**src/rtl/iee_cmd_fifo.sv**
```systemverilog
`timescale 1ns / 1ps
// iee_cmd_fifo: short command queue between the front and the back end.
// Depends on nothing; width and depth come from parameters.
module iee_cmd_fifo #(
  parameter int W = 49,
  parameter int DEPTH = 4
) (
  input  logic         clk,
  input  logic         rst_n,
  input  logic         wr_en,
  input  logic [W-1:0] wr_data,
  input  logic         rd_en,
  output logic [W-1:0] rd_data,
  output logic         full,
  output logic         empty
);
  localparam int PW = (DEPTH > 1) ? $clog2(DEPTH) : 1;
  localparam int CW = $clog2(DEPTH + 1);

  logic [W-1:0]  buf_r [DEPTH];
  logic [PW-1:0] wp_r, rp_r;
  logic [CW-1:0] cnt_r;
  logic          do_wr, do_rd;

  assign full    = (cnt_r == CW'(DEPTH));
  assign empty   = (cnt_r == '0);
  assign do_wr   = wr_en && !full;
  assign do_rd   = rd_en && !empty;
  assign rd_data = buf_r[rp_r];

  // storage, no reset needed
  always_ff @(posedge clk) begin
    if (do_wr) buf_r[wp_r] <= wr_data;
  end

  // pointers and fill count
  always_ff @(posedge clk) begin
    if (!rst_n) begin
      wp_r  <= '0;
      rp_r  <= '0;
      cnt_r <= '0;
    end else begin
      if (do_wr) wp_r <= (wp_r == PW'(DEPTH - 1)) ? '0 : wp_r + 1'b1;
      if (do_rd) rp_r <= (rp_r == PW'(DEPTH - 1)) ? '0 : rp_r + 1'b1;
      if (do_wr && !do_rd) cnt_r <= cnt_r + 1'b1;
      else if (do_rd && !do_wr) cnt_r <= cnt_r - 1'b1;
    end
  end
endmodule

```
**config.mk**
```make
export PLATFORM = sky130hd
export DESIGN_NAME = iee_cmd_fifo
export DESIGN_NICKNAME = d
export VERILOG_FILES = /design/src/rtl/iee_cmd_fifo.sv
export SDC_FILE = /design/constraint.sdc
export NUM_CORES = 1
export LEC_CHECK = 0
export BUFFER_PORTS_ARGS = -buffer_cell sky130_fd_sc_hd__buf_4
export CORE_MARGIN = 3
export CORE_UTILIZATION = 57
export DETAILED_ROUTE_END_ITERATION = 12
export HOLD_SLACK_MARGIN = 0.06
export PLACE_DENSITY = 0.79
export SLEW_MARGIN = 40
export SYNTH_ARGS = -nofsm -noshare
export SYNTH_HDL_FRONTEND = slang
export SYNTH_SLANG_ARGS = --single-unit
export TNS_END_PERCENT = 50
```
**constraint.sdc**
```tcl
create_clock -name clk -period 3.4 [get_ports clk]
set_input_delay 1.02 -clock clk [delete_from_list [all_inputs] [get_ports clk]]
set_output_delay 1.02 -clock clk [all_outputs]
set_load 0.005 [all_outputs]
```
### After elaboration in Yosys (flattened, before gate mapping)

Memory sizes are Yosys's and may differ from the RTL's. A register that Yosys moved wholly into a read port is not among the register bits.
Index checks and enable logic that the tools add are counted.

| operators by class | value |
|---|---|
| add/subtract/negate cells | 4 |
| equal/unequal tests | 3 |
| muxes and demuxes | 8 |
| reduce and logical (&&, ||, !) cells | 10 |

Operators with widths:

| kind | number |
|---|---|
| $mux 2 | 4 |
| $mux 3 | 2 |
| $add 2x1->2 const B | 2 |
| $eq 2x2->1 const B | 2 |
| $logic_and 1x1->1 | 4 |
| $logic_not 1->1 | 4 |
| $add 3x1->3 const B | 1 |
| $eq 3x3->1 const B | 1 |
| $logic_not 3->1 | 1 |
| $sub 3x1->3 const B | 1 |
| $mux 1 | 2 |
| $reduce_bool 2->1 | 1 |

| storage, ports and cells | value |
|---|---|
| bits in registers | 7 |
| memory bits (writable) | 196 |
| input port bits | 53 |
| memories kept | 1 |

Memory list:

| memory | depth | bits a word | read ports | clocked after Yosys merged registers in | wr ports | RTL line | RTL |
|---|---|---|---|---|---|---|---|
| buf_r | 4 | 49 | 1 | 1 | 1 | 20 | `logic [W-1:0] buf_r [DEPTH];` |

### Depth between registers and ports, before layout

| logic depth | value |
|---|---|
| depth in word-level cells | 7 |
| gate-level depth with buffers | 9 |
| gate-level depth less buffers | 8 |

### Worst setup path after synthesis

Ideal clock, no wire load.

| path | value |
|---|---|
| path kind | input port to flip-flop |
| start | in wr_en |
| end | mem buf_r[1][0] (enable) |
| arrival | 2.574 ns |
| slack | 0.414 ns |
| stages on the path | 3 |
| path through | nor2b_1 -> clkbuf_1 -> and2_1 |

| between the ends | value |
|---|---|
| cells in the longest elaborated chain, start to end | 3 |

RTL lines:

| what | RTL line | RTL |
|---|---|---|
| start: declaration | 10 | `input logic wr_en,` |
| $logic_and 1x1->1 | 27 | `assign do_wr = wr_en && !full;` |
| via do_wr | 23 | `logic do_wr, do_rd;` |
| $mux 1 | 33 | `if (do_wr) buf_r[wp_r] <= wr_data;` |
| $mux 1 (not written as such) | 33 |  |
| end: declaration | 20 |  |

The timed path passes the listed nets, and every way through them passes these cells.

==> metrics.cfg <==
[global_routing]
track_usage_pct = 18.1
grt_max_degree = 28
grt_pass1_wl_mm = 20.3
overflow = 0
grt_pass1_vias = 3835
grt_antenna_before_repair = 0

[clocking]
cts_resized = 0
clock_sinks = 205
clk_latency_ps = 470
cts_tree = yes
htree_levels = 1
cts_buffer_depth = 3
cts.hold.buffers_added = 0
cts_root_buffer = clkbuf_16
numCtsBuffers = 21
path_clk_slew_ps = 60
post_cts_buffers = 0

[logic_synthesis]
syn_nets = 367
ys_seq_area_share_pct = 80.2
synth_compound_area_share_pct = 0.397
ys_types = 27
synth_fa_ha_area_share_pct = 1.26
syn_inst = 307
yosys.area_share.simple_pct = 1.36
yosys.area_share.xor_xnor_pct = 0.232
synth_top_family_by_area = multiplexers
ys_ff_latch = 205
synthMuxAreaShare_pct = 15.1
netlist_area_mm2 = 0.00757
yosys_warnings = 0
syn_area_per_cell_um2 = 24.6

[sta]
slew_violations = 0
setup_slack_ps = 307
fin_tns_setup_ps = 0
period_share_pct = 91.0
tightest_slew_ps = 572
fin_skew_ps = 9.92
relSlewSlack_pct = 61.6
whs_ps = 506
hold_viol_final = 0
fmax_mhz = 323
rsz0062_at_grt = false
finalSetupViolations = 0
period_minus_slack_ps = 3090

[setup_path]
cp-end-kind = output pin
timing.critical_path.fanout_max = 25
worstPathArrival_ps = 2070
cp-start-kind = flop
required_ps = 2380
critical_path_class = flop to output pin

[pwr]
p_per_area_mw_per_mm2 = 752
p_leak_nw = 3.18
ir_drop_mv = 0.533

[placement]
dp_hpwl_mm = 8.03
pre_cts_ws_ps = 598
place_congestion = 0.688
io_buffers = 103

[die]
die_area_mm2 = 0.0147
core-area_mm2 = 0.0128
io_pins = 104
start_util_pct = 59.2
fp.dieH_um = 121
die_x_um = 121
num_rows = 41

[hold_path]
worstHoldPathType = flop to flop

[cells_and_area]
syn_to_final_growth_pct = 22.4
finalNetCount = 493
drive_above_1_share_pct = 44.0
antenna-diode-count = 0

[detailed_routing]
met3WireLength_um = 725
topRoutingLayerUsed = met4
routed_via_density = 5.61
wl_met2_mm = 6.55
drtAntennaViolNets = 0
dr.pass1.iters = 4
route.layer.met1.wl_mm = 5.30
vias = 3460
drt_iter0_drc = 218
drc = 0
drt-total-wl_mm = 12.8
wl_per_cell_um = 20.7

[outcome]
status = finished clean

[job]
drv_cap = 0

-- placed cells by master (no fill, tap or decap), types with 4 or more instances in the layout --
master     Yosys  final
clkbuf_16      0     21
dfxtp_1        9      7
bufinv_16      0      4
mux4_2        47     47
ha_1           6      6
buf_4          3    115
and2_2         0      4
edfxtp_1     196    196
nand2_1        6      6
clkbuf_1       2      4
clkinv_1       0      4
-- path summary, 6_finish.rpt --
path	start	to	slack, ps	cells past startpoint
setup reg to reg	cnt_r[0]	cnt_r[2]	1000	7
setup / recovery	flop	rd_data[14]	310	3
hold reg to reg	wp_r[1]	wp_r[1]	510	2
hold / removal	wp_r[1]	wp_r[1]	510	2
-- cells in the mapped netlist (all sizes together) --
| cell | count | area [um^2] |
|---|---|---|
| a21boi | 1 | 7.51 |
| buf | 11 | 95.1 |
| mux4 | 49 | 1110 |
| o31ai | 1 | 7.51 |
| mux2i | 3 | 30.0 |
| dfxtp | 9 | 180 |
| xor2 | 1 | 8.76 |
| nand2 | 6 | 22.5 |
| o21ai | 3 | 15.0 |
| nor3b | 1 | 7.51 |
| and2 | 5 | 31.3 |
| edfxtp | 196 | 5890 |
| nand3 | 2 | 10.0 |
| or3 | 1 | 6.26 |
| ha | 6 | 75.1 |
| fa | 1 | 20.0 |
| nor2b | 2 | 12.5 |
| xnor2 | 1 | 8.76 |
| nor3 | 1 | 5.00 |
| inv | 3 | 11.3 |
| clkbuf | 2 | 7.51 |
| nor2 | 2 | 7.51 |
-- cell families (layout without fill, tap and decap cells) --
kind of cell | Yosys count | in the layout
flip-flops | 205 | 205
multiplexers | 52 | 52
AND/OR/NAND/NOR | 20 | 20
buffers and inverters | 16 | 154
adder cells (fa/ha/maj) | 7 | 7
AO/OA/AOI/OAI | 5 | 5
XOR/XNOR | 2 | 2
-- power breakdown --
part           total [mW]  switching [mW]  leakage [nW]  internal, mW
clock network        2.28           0.852         0.335          1.43
logic                1.48           0.615         0.970         0.863
registers            3.21           0.127          1.87          3.08
total                6.97            1.59          3.18          5.37
-- registers in the layout, summed over array words and instances, names as in the netlist, named ones only --
| register | count |
|---|---|
| buf_r | 196 |
| cnt_r | 3 |
| rp_r | 2 |
| wp_r | 2 |
-- worst max-delay path, cell delays in order, from the launching register on --
cell     delay (ps)
dfxtp_4         590
buf_12          280
mux4_2          550
buf_4           150
-- stage by stage --
stage          power (mW)  cell area [um^2]  util, %  std cells
4_1_cts              7.08              9260     72.5        617
6_report             6.97              9260     72.5        617
2_1_floorplan        4.10              7570        -        307
3_3_place_gp         4.73              8570     67.1        582
3_5_place_dp         4.78              8570     67.1        582
5_1_grt              7.28              9260     72.5        617
-- layer usage --
| layer | global-route usage [%] | vias up |
|---|---|---|
| met3 | 3.73 | 17 |
| met4 | 3.85 | 0 |
| met1 | 25.1 | 1796 |
| met2 | 30.6 | 106 |
| met5 | 0 | - |
| li1 | - | 1541 |
-- layout make-up --
| cell class | instances | area [um^2] |
|---|---|---|
| tap | 172 | 215 |
| sequential | 205 | 6070 |
| multi-input combinational | 86 | 1390 |
| inverter | 3 | 11.3 |
| fill | 760 | 3510 |
| clock buffer | 25 | 541 |
| timing repair buffer | 116 | 883 |
| clock inverter | 10 | 149 |
(Power assumes the default switching activity.)
